`config.mk`:
```
export PLATFORM = sky130hd
export DESIGN_NAME = led_flash_fade_sequencer
export DESIGN_NICKNAME = d
export VERILOG_FILES = /design/src/hw/rtl/lffs_pkg.sv /design/src/hw/rtl/lffs_div.sv /design/src/hw/rtl/lffs_datapath.sv /design/src/hw/rtl/lffs_ctrl.sv /design/src/hw/rtl/led_flash_fade_sequencer.sv
export SDC_FILE = /design/constraint.sdc
export NUM_CORES = 1
export LEC_CHECK = 0
export ABC_AREA = 0
export BUFFER_PORTS_ARGS = -buffer_cell sky130_fd_sc_hd__buf_4
export CAP_MARGIN = 20
export CORE_ASPECT_RATIO = 0.8
export CORE_MARGIN = 2
export CORE_UTILIZATION = 57
export CTS_CLUSTER_DIAMETER = 40
export DETAILED_ROUTE_END_ITERATION = 7
export PLACE_DENSITY = 0.77
export RECOVER_POWER = 100
export SLEW_MARGIN = 20
export SYNTH_ARGS = -nofsm -noshare
export SYNTH_HDL_FRONTEND = slang
export SYNTH_HIERARCHICAL = 1
export SYNTH_SLANG_ARGS = --single-unit
```
`constraint.sdc`:
```
create_clock -name clk -period 5.5 [get_ports clk]
set_input_delay 1.1 -clock clk [delete_from_list [all_inputs] [get_ports clk]]
set_output_delay 1.1 -clock clk [all_outputs]
set_load 0.005 [all_outputs]
```
`src/hw/rtl/lffs_pkg.sv`:
```
// shared types and constants for the led flash/fade sequencer
package lffs_pkg;

  localparam int unsigned FRAME_MS_DEF = 31;

  localparam int unsigned COLOR_W = 32;
  localparam int unsigned CNT_W   = 16;
  localparam int unsigned MODE_W  = 2;
  localparam int unsigned STEP_W  = 9;
  localparam int unsigned ADDR_W  = 5;
  localparam int unsigned DIV_W   = 17;

  localparam logic [MODE_W-1:0] MODE_STEADY = 2'd0;
  localparam logic [MODE_W-1:0] MODE_FLASH  = 2'd1;
  localparam logic [MODE_W-1:0] MODE_FADE   = 2'd2;

  localparam logic [2:0] REG_MODE   = 3'd0;
  localparam logic [2:0] REG_COLORA = 3'd1;
  localparam logic [2:0] REG_COLORB = 3'd2;
  localparam logic [2:0] REG_REPEAT = 3'd3;
  localparam logic [2:0] REG_ONTIME = 3'd4;
  localparam logic [2:0] REG_OFFTIM = 3'd5;

  typedef enum logic [1:0] {
    OP_CH0 = 2'd0,
    OP_CH1 = 2'd1,
    OP_CH2 = 2'd2
  } op_t;

  typedef struct packed {
    logic accept;
    logic div_start;
    op_t  div_op;
    logic finish;
  } cmd_t;

  typedef struct packed {
    logic [MODE_W-1:0] mode_sel;
    logic              div_done;
    logic              out_free;
  } sts_t;

endpackage

```
`src/hw/rtl/lffs_div.sv`:
```
// restoring divider, one quotient bit per cycle
module lffs_div #(
  parameter int unsigned W = lffs_pkg::DIV_W
) (
  input  logic         clk,
  input  logic         rst_n,
  input  logic         start,
  input  logic [W-1:0] num,
  input  logic [W-1:0] den,
  output logic         busy,
  output logic         done,
  output logic [W-1:0] quot
);

  localparam int unsigned CW = $clog2(W + 1);

  logic [W-1:0]  q_r, q_nxt;
  logic [W-1:0]  rem_r, rem_nxt;
  logic [W-1:0]  den_r, den_nxt;
  logic [CW-1:0] cnt_r, cnt_nxt;
  logic          busy_r, busy_nxt;
  logic          done_r, done_nxt;
  logic [W:0]    rem_sh;
  logic [W:0]    rem_sub;

  always_comb begin
    q_nxt    = q_r;
    rem_nxt  = rem_r;
    den_nxt  = den_r;
    cnt_nxt  = cnt_r;
    busy_nxt = busy_r;
    done_nxt = 1'b0;
    rem_sh   = {rem_r, q_r[W-1]};
    rem_sub  = rem_sh - {1'b0, den_r};
    if (start) begin
      q_nxt    = num;
      rem_nxt  = '0;
      den_nxt  = den;
      cnt_nxt  = CW'(W);
      busy_nxt = 1'b1;
    end else if (busy_r) begin
      if (rem_sh >= {1'b0, den_r}) begin
        rem_nxt = rem_sub[W-1:0];
        q_nxt   = {q_r[W-2:0], 1'b1};
      end else begin
        rem_nxt = rem_sh[W-1:0];
        q_nxt   = {q_r[W-2:0], 1'b0};
      end
      cnt_nxt = cnt_r - 1'b1;
      if (cnt_r == CW'(1)) begin
        busy_nxt = 1'b0;
        done_nxt = 1'b1;
      end
    end
  end

  always_ff @(posedge clk) begin
    if (!rst_n) begin
      cnt_r  <= '0;
      busy_r <= 1'b0;
      done_r <= 1'b0;
    end else begin
      cnt_r  <= cnt_nxt;
      busy_r <= busy_nxt;
      done_r <= done_nxt;
    end
    q_r   <= q_nxt;
    rem_r <= rem_nxt;
    den_r <= den_nxt;
  end

  assign busy = busy_r;
  assign done = done_r;
  assign quot = q_r;

endmodule

```
`src/hw/rtl/lffs_datapath.sv`:
```
// config registers, animation state, step divider and output register
module lffs_datapath #(
  parameter int unsigned FRAME_MS = lffs_pkg::FRAME_MS_DEF
) (
  input  logic                         clk,
  input  logic                         rst_n,
  input  lffs_pkg::cmd_t               cmd,
  output lffs_pkg::sts_t               sts,
  input  logic                         in_restart,
  output logic                         out_valid,
  input  logic                         out_stall,
  output logic [lffs_pkg::COLOR_W-1:0] out_pixel_color,
  output logic [lffs_pkg::MODE_W-1:0]  out_mode_now,
  input  logic                         psel,
  input  logic                         penable,
  input  logic                         pwrite,
  input  logic [lffs_pkg::ADDR_W-1:0]  paddr,
  input  logic [31:0]                  pwdata,
  output logic [31:0]                  prdata
);

  localparam int unsigned CW = lffs_pkg::COLOR_W;
  localparam int unsigned NW = lffs_pkg::CNT_W;
  localparam int unsigned MW = lffs_pkg::MODE_W;
  localparam int unsigned SW = lffs_pkg::STEP_W;
  localparam int unsigned DW = lffs_pkg::DIV_W;
  localparam int unsigned PW = 2 * NW + 1;
  // ms to frames: exact floor division of a 16-bit count by multiply and shift
  localparam int unsigned FRAME_SH = NW + $clog2(FRAME_MS);
  localparam logic [NW:0] FRAME_RECIP =
    (NW+1)'(((64'd1 << FRAME_SH) + 64'(FRAME_MS) - 64'd1) / 64'(FRAME_MS));

  // configuration
  logic [MW-1:0] mode_sel_r;
  logic [CW-1:0] color_a_r;
  logic [CW-1:0] color_b_r;
  logic [NW-1:0] repeat_r;
  logic [NW-1:0] on_time_r;
  logic [NW-1:0] off_time_r;
  logic [2:0]    reg_idx;
  logic          cfg_wr;

  // animation state
  logic [MW-1:0]        mode_r, mode_nxt;
  logic [NW-1:0]        frame_idx_r, frame_idx_nxt;
  logic [NW-1:0]        cycles_r, cycles_nxt;
  logic                 up_r, up_nxt;
  logic [23:0]          fade_color_r, fade_color_nxt;
  logic signed [SW-1:0] ch_step_r [3];
  logic [CW-1:0]        steady_r, steady_nxt;
  logic [CW-1:0]        off_color_r, off_color_nxt;
  logic [NW-1:0]        on_frames_r;
  logic [NW:0]          on_off_r;
  logic [NW-1:0]        fade_steps_r;
  logic                 restart_r;

  logic [CW-1:0] out_pix_r, out_pix_nxt;
  logic [MW-1:0] out_mode_r;
  logic          out_valid_r;
  logic          out_free;

  // frame counts from the configured times
  logic [PW-1:0] on_prod, off_prod;
  logic [NW-1:0] on_q, off_q;

  // divider hookup
  logic [DW-1:0] div_num, div_den, div_quot;
  logic          div_busy, div_done;
  logic [7:0]    ch_a, ch_b;
  logic [8:0]    ch_diff;
  logic [8:0]    ch_mag;
  logic          ch_neg;
  logic [8:0]    q_mag;
  logic [SW-1:0] q_step;
  logic [NW-1:0] fi_inc;

  assign reg_idx = paddr[4:2];
  assign cfg_wr  = psel && penable && pwrite;

  always_comb begin
    case (reg_idx)
      lffs_pkg::REG_MODE:   prdata = {30'd0, mode_sel_r};
      lffs_pkg::REG_COLORA: prdata = color_a_r;
      lffs_pkg::REG_COLORB: prdata = color_b_r;
      lffs_pkg::REG_REPEAT: prdata = {16'd0, repeat_r};
      lffs_pkg::REG_ONTIME: prdata = {16'd0, on_time_r};
      lffs_pkg::REG_OFFTIM: prdata = {16'd0, off_time_r};
      default:              prdata = '0;
    endcase
  end

  always_ff @(posedge clk) begin
    if (!rst_n) begin
      mode_sel_r <= '0;
      color_a_r  <= '0;
      color_b_r  <= '0;
      repeat_r   <= '0;
      on_time_r  <= '0;
      off_time_r <= '0;
    end else if (cfg_wr) begin
      case (reg_idx)
        lffs_pkg::REG_MODE:   mode_sel_r <= pwdata[MW-1:0];
        lffs_pkg::REG_COLORA: color_a_r  <= pwdata;
        lffs_pkg::REG_COLORB: color_b_r  <= pwdata;
        lffs_pkg::REG_REPEAT: repeat_r   <= pwdata[NW-1:0];
        lffs_pkg::REG_ONTIME: on_time_r  <= pwdata[NW-1:0];
        lffs_pkg::REG_OFFTIM: off_time_r <= pwdata[NW-1:0];
        default: ;
      endcase
    end
  end

  assign on_prod  = PW'(on_time_r) * PW'(FRAME_RECIP);
  assign off_prod = PW'(off_time_r) * PW'(FRAME_RECIP);
  assign on_q     = NW'(on_prod >> FRAME_SH);
  assign off_q    = NW'(off_prod >> FRAME_SH);

  // channel operands for the rounded step division
  always_comb begin
    case (cmd.div_op)
      lffs_pkg::OP_CH0: begin
        ch_a = color_a_r[23:16];
        ch_b = color_b_r[23:16];
      end
      lffs_pkg::OP_CH1: begin
        ch_a = color_a_r[15:8];
        ch_b = color_b_r[15:8];
      end
      default: begin
        ch_a = color_a_r[7:0];
        ch_b = color_b_r[7:0];
      end
    endcase
    ch_diff = {1'b0, ch_b} - {1'b0, ch_a};
    ch_neg  = ch_diff[8];
    ch_mag  = ch_neg ? (9'd0 - ch_diff) : ch_diff;
    // (2*|d| + n) / (2*n) rounds half away from zero
    div_num = DW'({ch_mag[7:0], 1'b0}) + {1'b0, fade_steps_r};
    div_den = {fade_steps_r, 1'b0};
    q_mag  = {1'b0, div_quot[7:0]};
    q_step = ch_neg ? (9'd0 - q_mag) : q_mag;
  end

  lffs_div #(
    .W (DW)
  ) u_div (
    .clk   (clk),
    .rst_n (rst_n),
    .start (cmd.div_start),
    .num   (div_num),
    .den   (div_den),
    .busy  (div_busy),
    .done  (div_done),
    .quot  (div_quot)
  );

  assign out_free = !out_valid_r || !out_stall;

  // frame update, applied on finish
  always_comb begin
    logic                 rev;
    logic                 up_use;
    logic [NW-1:0]        cyc_dec;
    logic [NW-1:0]        fi_base;
    logic [7:0]           fc;
    logic signed [SW-1:0] st;
    logic [9:0]           dd;
    logic [9:0]           ss;
    logic [23:0]          fout;

    mode_nxt       = mode_r;
    frame_idx_nxt  = frame_idx_r;
    cycles_nxt     = cycles_r;
    up_nxt         = up_r;
    fade_color_nxt = fade_color_r;
    steady_nxt     = steady_r;
    off_color_nxt  = off_color_r;
    out_pix_nxt    = '0;
    fi_inc         = frame_idx_r + 1'b1;
    cyc_dec        = cycles_r - 1'b1;
    rev            = (frame_idx_r >= fade_steps_r);
    up_use         = rev ? !up_r : up_r;
    fi_base        = rev ? '0 : frame_idx_r;
    fout           = '0;
    for (int k = 0; k < 3; k++) begin
      fc = fade_color_r[16-8*k +: 8];
      st = ch_step_r[k];
      dd = up_use ? {st[SW-1], st} : (10'd0 - {st[SW-1], st});
      ss = {2'b00, fc} + dd;
      if (ss[9]) begin
        fout[16-8*k +: 8] = 8'd0;
      end else if (ss[8]) begin
        fout[16-8*k +: 8] = 8'd255;
      end else begin
        fout[16-8*k +: 8] = ss[7:0];
      end
    end

    if (restart_r) begin
      frame_idx_nxt = '0;
      if (mode_sel_r == lffs_pkg::MODE_FLASH) begin
        cycles_nxt    = repeat_r;
        steady_nxt    = color_a_r;
        off_color_nxt = color_b_r;
        mode_nxt      = (repeat_r != '0) ? lffs_pkg::MODE_FLASH : lffs_pkg::MODE_STEADY;
      end else if (mode_sel_r == lffs_pkg::MODE_FADE) begin
        up_nxt         = 1'b1;
        cycles_nxt     = repeat_r;
        fade_color_nxt = color_a_r[23:0];
        mode_nxt       = lffs_pkg::MODE_FADE;
      end else begin
        steady_nxt = color_a_r;
        mode_nxt   = lffs_pkg::MODE_STEADY;
      end
    end else if (mode_r == lffs_pkg::MODE_FLASH) begin
      frame_idx_nxt = fi_inc;
      if (fi_inc <= on_frames_r) begin
        out_pix_nxt = steady_r;
      end else if ({1'b0, fi_inc} <= on_off_r) begin
        out_pix_nxt = off_color_r;
      end else begin
        // wrap frame: black, one cycle used up
        cycles_nxt    = cyc_dec;
        frame_idx_nxt = '0;
        if (cyc_dec == '0) begin
          mode_nxt   = lffs_pkg::MODE_STEADY;
          steady_nxt = '0;
        end
      end
    end else if (mode_r == lffs_pkg::MODE_FADE) begin
      up_nxt         = up_use;
      frame_idx_nxt  = fi_base + 1'b1;
      fade_color_nxt = fout;
      out_pix_nxt    = {8'd0, fout};
      if (rev) begin
        cycles_nxt = cyc_dec;
        if (cyc_dec == '0) begin
          mode_nxt   = lffs_pkg::MODE_STEADY;
          steady_nxt = '0;
        end
      end
    end else begin
      out_pix_nxt = steady_r;
    end
  end

  always_ff @(posedge clk) begin
    if (!rst_n) begin
      mode_r       <= lffs_pkg::MODE_STEADY;
      frame_idx_r  <= '0;
      cycles_r     <= '0;
      up_r         <= 1'b1;
      fade_color_r <= '0;
      ch_step_r[0] <= '0;
      ch_step_r[1] <= '0;
      ch_step_r[2] <= '0;
      steady_r     <= '0;
      off_color_r  <= '0;
      on_frames_r  <= '0;
      on_off_r     <= '0;
      fade_steps_r <= '0;
      restart_r    <= 1'b0;
      out_valid_r  <= 1'b0;
    end else begin
      if (cmd.accept) begin
        restart_r <= in_restart;
        // frame counts are taken when a restart is accepted
        if (in_restart) begin
          if (mode_sel_r == lffs_pkg::MODE_FLASH) begin
            on_frames_r <= on_q;
            on_off_r    <= {1'b0, on_q} + {1'b0, off_q};
          end else if (mode_sel_r == lffs_pkg::MODE_FADE) begin
            // zero steps counts as one
            fade_steps_r <= (on_q == '0) ? NW'(1) : on_q;
          end
        end
      end
      if (div_done) begin
        case (cmd.div_op)
          lffs_pkg::OP_CH0: ch_step_r[0] <= q_step;
          lffs_pkg::OP_CH1: ch_step_r[1] <= q_step;
          lffs_pkg::OP_CH2: ch_step_r[2] <= q_step;
          default: ;
        endcase
      end
      if (cmd.finish) begin
        mode_r       <= mode_nxt;
        frame_idx_r  <= frame_idx_nxt;
        cycles_r     <= cycles_nxt;
        up_r         <= up_nxt;
        fade_color_r <= fade_color_nxt;
        steady_r     <= steady_nxt;
        off_color_r  <= off_color_nxt;
        out_valid_r  <= 1'b1;
      end else if (out_valid_r && !out_stall) begin
        out_valid_r <= 1'b0;
      end
    end
  end

  always_ff @(posedge clk) begin
    if (cmd.finish) begin
      out_pix_r  <= out_pix_nxt;
      out_mode_r <= mode_nxt;
    end
  end

  assign sts.mode_sel = mode_sel_r;
  assign sts.div_done = div_done;
  assign sts.out_free = out_free;

  assign out_valid       = out_valid_r;
  assign out_pixel_color = out_pix_r;
  assign out_mode_now    = out_mode_r;

  a_start_idle: assert property (@(posedge clk) disable iff (!rst_n)
    cmd.div_start |-> !div_busy)
    else $error("divider started while busy");

  a_finish_free: assert property (@(posedge clk) disable iff (!rst_n)
    cmd.finish |-> out_free)
    else $error("result written over a pending transfer");

  a_flash_cycles: assert property (@(posedge clk) disable iff (!rst_n)
    (mode_r == lffs_pkg::MODE_FLASH) |-> (cycles_r != '0))
    else $error("flash running with no cycles left");

  a_fade_steps: assert property (@(posedge clk) disable iff (!rst_n)
    (mode_r == lffs_pkg::MODE_FADE) |-> (fade_steps_r != '0))
    else $error("fade running with zero steps");

endmodule

```
`src/hw/rtl/lffs_ctrl.sv`:
```
// sequencing fsm: accept, restart divisions, frame commit
module lffs_ctrl (
  input  logic           clk,
  input  logic           rst_n,
  input  logic           in_valid,
  input  logic           in_restart,
  output logic           in_stall,
  output lffs_pkg::cmd_t cmd,
  input  lffs_pkg::sts_t sts
);

  typedef enum logic [3:0] {
    ST_IDLE     = 4'b0001,
    ST_DIV_GO   = 4'b0010,
    ST_DIV_WAIT = 4'b0100,
    ST_FINISH   = 4'b1000
  } state_t;

  state_t          state_r, state_nxt;
  lffs_pkg::op_t   op_r, op_nxt;
  logic            accept;
  logic            is_fade;

  assign is_fade  = (sts.mode_sel == lffs_pkg::MODE_FADE);
  assign in_stall = (state_r != ST_IDLE);
  assign accept   = in_valid && (state_r == ST_IDLE);

  always_comb begin
    state_nxt = state_r;
    op_nxt    = op_r;
    case (state_r)
      ST_IDLE: begin
        if (accept) begin
          if (in_restart && is_fade) begin
            op_nxt    = lffs_pkg::OP_CH0;
            state_nxt = ST_DIV_GO;
          end else begin
            state_nxt = ST_FINISH;
          end
        end
      end
      ST_DIV_GO: begin
        state_nxt = ST_DIV_WAIT;
      end
      ST_DIV_WAIT: begin
        if (sts.div_done) begin
          state_nxt = ST_DIV_GO;
          case (op_r)
            lffs_pkg::OP_CH0: op_nxt = lffs_pkg::OP_CH1;
            lffs_pkg::OP_CH1: op_nxt = lffs_pkg::OP_CH2;
            default:          state_nxt = ST_FINISH;
          endcase
        end
      end
      ST_FINISH: begin
        if (sts.out_free) begin
          state_nxt = ST_IDLE;
        end
      end
      default: begin
        state_nxt = ST_IDLE;
      end
    endcase
  end

  always_ff @(posedge clk) begin
    if (!rst_n) begin
      state_r <= ST_IDLE;
      op_r    <= lffs_pkg::OP_CH0;
    end else begin
      state_r <= state_nxt;
      op_r    <= op_nxt;
    end
  end

  assign cmd.accept    = accept;
  assign cmd.div_start = (state_r == ST_DIV_GO);
  assign cmd.div_op    = op_r;
  assign cmd.finish    = (state_r == ST_FINISH) && sts.out_free;

endmodule

```
`src/hw/rtl/led_flash_fade_sequencer.sv`:
```
// top level of the led flash/fade sequencer
// Each input transfer is one frame tick and yields one color transfer. A
// plain frame in any mode, and a steady or flash restart, goes from
// acceptance straight to the finish state; flash frame counts come from a
// multiply by the reciprocal of the frame period. A fade restart runs the
// three channel step divisions in turn through one shared restoring divider,
// 17 quotient bits per division. One frame is in work at a time; a finished
// result sits in the output register so the next tick can be taken while it
// waits.
module led_flash_fade_sequencer #(
  parameter int unsigned FRAME_MS = lffs_pkg::FRAME_MS_DEF
) (
  input  logic                         clk,
  input  logic                         rst_n,
  input  logic                         in_valid,
  output logic                         in_stall,
  input  logic                         in_restart,
  output logic                         out_valid,
  input  logic                         out_stall,
  output logic [lffs_pkg::COLOR_W-1:0] out_pixel_color,
  output logic [lffs_pkg::MODE_W-1:0]  out_mode_now,
  input  logic                         psel,
  input  logic                         penable,
  input  logic                         pwrite,
  input  logic [lffs_pkg::ADDR_W-1:0]  paddr,
  input  logic [31:0]                  pwdata,
  output logic [31:0]                  prdata,
  output logic                         pready
);

  lffs_pkg::cmd_t cmd;
  lffs_pkg::sts_t sts;

  assign pready = 1'b1;

  lffs_ctrl u_ctrl (
    .clk        (clk),
    .rst_n      (rst_n),
    .in_valid   (in_valid),
    .in_restart (in_restart),
    .in_stall   (in_stall),
    .cmd        (cmd),
    .sts        (sts)
  );

  lffs_datapath #(
    .FRAME_MS (FRAME_MS)
  ) u_dp (
    .clk             (clk),
    .rst_n           (rst_n),
    .cmd             (cmd),
    .sts             (sts),
    .in_restart      (in_restart),
    .out_valid       (out_valid),
    .out_stall       (out_stall),
    .out_pixel_color (out_pixel_color),
    .out_mode_now    (out_mode_now),
    .psel            (psel),
    .penable         (penable),
    .pwrite          (pwrite),
    .paddr           (paddr),
    .pwdata          (pwdata),
    .prdata          (prdata)
  );

endmodule

```
==> impl_metrics.env <==
export IMPL_mostFrequentLayoutCells="nand2_1, a21oi_1, dfxtp_1, ha_1, buf_4"
export IMPL_synth_seq_cells=401
export IMPL_crit_fanout=4
export IMPL_htree_num_levels=2
export IMPL_clock_sinks=401
export IMPL_synth_area_leader_cell="dfxtp_1"
export IMPL_critical_path_class="flip-flop to flip-flop"
export IMPL_portBuffers=110
export IMPL_synth_cells=3226
export IMPL_grt_overflow=0
export IMPL_required_ps=5980
export IMPL_final_setup_viol_count=6
export IMPL_period_share_pct=103.5
export IMPL_netlist_area_mm2=0.02781
export IMPL_cts_buffers=53
export IMPL_fp_dieH_um=201.6
export IMPL_ys_seq_area_share_pct=32.29
export IMPL_total_leakage_power_nw=14.19
export IMPL_yosys_warnings=6
export IMPL_placed_area_mm2=0.03016
export IMPL_fillCellCount=3621
export IMPL_drt_total_wl_um=85420
export IMPL_dieArea_mm2=0.05058
export IMPL_final_nets=3875
export IMPL_grt_pass1_vias=24270
export IMPL_period_minus_slack_ps=5693
export IMPL_clock_latency_ps=600
export IMPL_post_drt_wl_per_cell_um=20.80
export IMPL_syn2layout_area_growth_pct=19.32
export IMPL_ys_flop_type="dfxtp_1"
export IMPL_synth_top_cell_area_share_pct=22.03
export IMPL_drive_gt1_share_pct=18.44
export IMPL_cp_slowest_stage_delay_ps=570
export IMPL_hold_ws_ps=434.2
export IMPL_cts_tree="done"
export IMPL_synth_edf_count=95
export IMPL_seq_area_mm2=0.009006
export IMPL_grt_use_total_pct=32.26
export IMPL_firstDrtPassIters=8
export IMPL_place_congestion=0.9763
export IMPL_crit_path_start="u_dp/off_time_r[8]"
export IMPL_rsz0062_at_grt="yes"
export IMPL_path_clk_slew_ps=70
export IMPL_netlist_top_cells_area="dfxtp_1, ha_1, edfxtp_1"
export IMPL_viasPerCell=6.177
export IMPL_max_clock_freq_ghz=0.1757
export IMPL_drtAntennaViolNets=0
export IMPL_cp_end_kind="flip-flop"
export IMPL_clockRootBuffer="clkbuf_16"
export IMPL_hold_class="flip-flop to flip-flop"
export IMPL_cap_viol_max_count=4
export IMPL_final_area_mm2=0.03318
export IMPL_multi_input_area_mm2=0.01853
export IMPL_ir_drop_mv=0.2784
export IMPL_worstMarginPinSlew_ps=4050
export IMPL_fin_worst_skew_ps=12.97
export IMPL_start_util_pct=57.59
export IMPL_relSlewSlack_pct=-170.0
export IMPL_final_util_pct=68.71
export IMPL_hold_viol=0
export IMPL_drv_slew=336
export IMPL_avgSynthCellArea_um2=8.620
export IMPL_dr_total_vias=25370
export IMPL_mostFrequentLayoutCell="nand2_1"
export IMPL_drc=0
export IMPL_async_flop_share_pct=0
export IMPL_cp_start_kind="flip-flop"
export IMPL_violations="capacitance limit, slew limit, setup timing"
export IMPL_grt_start_max_net_pins=191
export IMPL_max_clock_path_buffers=3
export IMPL_slowest_stage="fa_1"
export IMPL_antenna_found_initial=0
export IMPL_worstReg2RegStart="u_dp/off_time_r[8]"
export IMPL_dp_hpwl_um=61030
export IMPL_yosysUniqueCellTypes=102
export IMPL_rows=72
export IMPL_worst_slack_ps=-192.7
export IMPL_p_per_area_mw_per_mm2=219.7
export IMPL_core_area_mm2=0.04829
export IMPL_status="finished, violations left"
export IMPL_hp_start="u_dp/fade_steps_r[11]"
export IMPL_dieWidth_um=250.9
export IMPL_ios=114
export IMPL_critPathArrivalTime_ps=6170
export IMPL_grt_pass1_wl_um=130400
export IMPL_drtIter0Drc=2849
kinds of logic after synthesis:
| kind of cell | Yosys count | synth area share (%) |
|---|---|---|
| and+or+nand+nor | 1033 | 17.22 |
| AOI/OAI and AO/OA | 779 | 18.00 |
| DFF | 401 | 32.29 |
| adders and majority gates | 396 | 19.14 |
| buffers and inverters | 393 | 5.638 |
| xor gates and xnor gates | 120 | 3.861 |
| muxes | 102 | 3.829 |
| other | 2 | 0.02701 |
registers in the layout, summed over array words and instances, names as in the netlist, 24 cells and up:
name and count:
u_dp/color_a_r 32, u_dp/ch_step_r 27, u_dp/fade_color_r 24, u_dp/color_b_r 32
u_dp/out_pixel_color 32, u_dp/off_color_r 32, u_dp/steady_r 32
per-stage QoR:
stage          power (W)  worst slack, ps  std cells  TNS, ps
2_1_floorplan   0.003666          -0.9703       3234  -0.9703
3_3_place_gp    0.003901           -375.3       3979    -1901
3_5_place_dp    0.003928           -479.1       3979    -3014
4_1_cts         0.007291           -73.64       4093   -212.7
5_1_grt         0.007502           -347.0       4106    -2934
6_report        0.007290           -192.7       4107   -816.2
worst max-delay path: cells and delay by family (launching register included):
family	cells	cell delay [ps]
adders and majority gates	7	2270
AOI/OAI and AO/OA	13	2090
and+or+nand+nor	5	490
DFF	1	370
buffers and inverters	3	210
xor gates and xnor gates	1	110
final cells by class:
type | instances | area share (%)
multi-input cells | 2440 | 55.84
diodes | 1 | 0.007542
well taps | 629 | 2.372
clock inverters | 35 | 0.9805
flip-flops and latches | 401 | 27.14
inverters | 228 | 2.598
repair buffers | 310 | 6.829
clock buffers | 63 | 4.231
worst paths after layout:
check	to	slack, ps	cells past startpoint
max reg2reg	u_dp/on_off_r[8]	-190	29
min	u_dp/u_div/den_r[12]	430	0
max	u_dp/on_off_r[8]	-190	29
min reg2reg	u_dp/u_div/den_r[12]	430	0
cell usage after synthesis (all sizes together) (49+ instances only):
library cell and number:
nand2 486, ha 347, a21oi 336, dfxtp 306
inv 228, nor2 213, clkbuf 125, o21ai 114
edfxtp 95, xnor2 71, mux2i 67, nand3 50
fa 49, nor3 49, xor2 49
where the power goes:
part | switching, W | internal [W]
combinational | 0.000493 | 0.000284
clock | 0.00140 | 0.00199
sequential | 0.0000529 | 0.00307
total | 0.00194 | 0.00535
what timing repair did:
item	CTS	global route
hold endpoints to repair	0	0
buffers inserted	16	13
endpoints found under the setup margin	14	17
gates resized for setup	110	105
pin swaps	95	64
hold buffers	0	0
layer usage:
layer	share of wire, %	up-vias	wire [um]	track usage, %
met1	42	12090	36290	45.60
met2	45	1279	38320	51.00
met3	10	181	8592	5.563
met4	2.6	0	2208	8.695
met5	0	-	0	0
li1	-	11810	-	-
No activity file was read; power rests on OpenSTA's default activity.
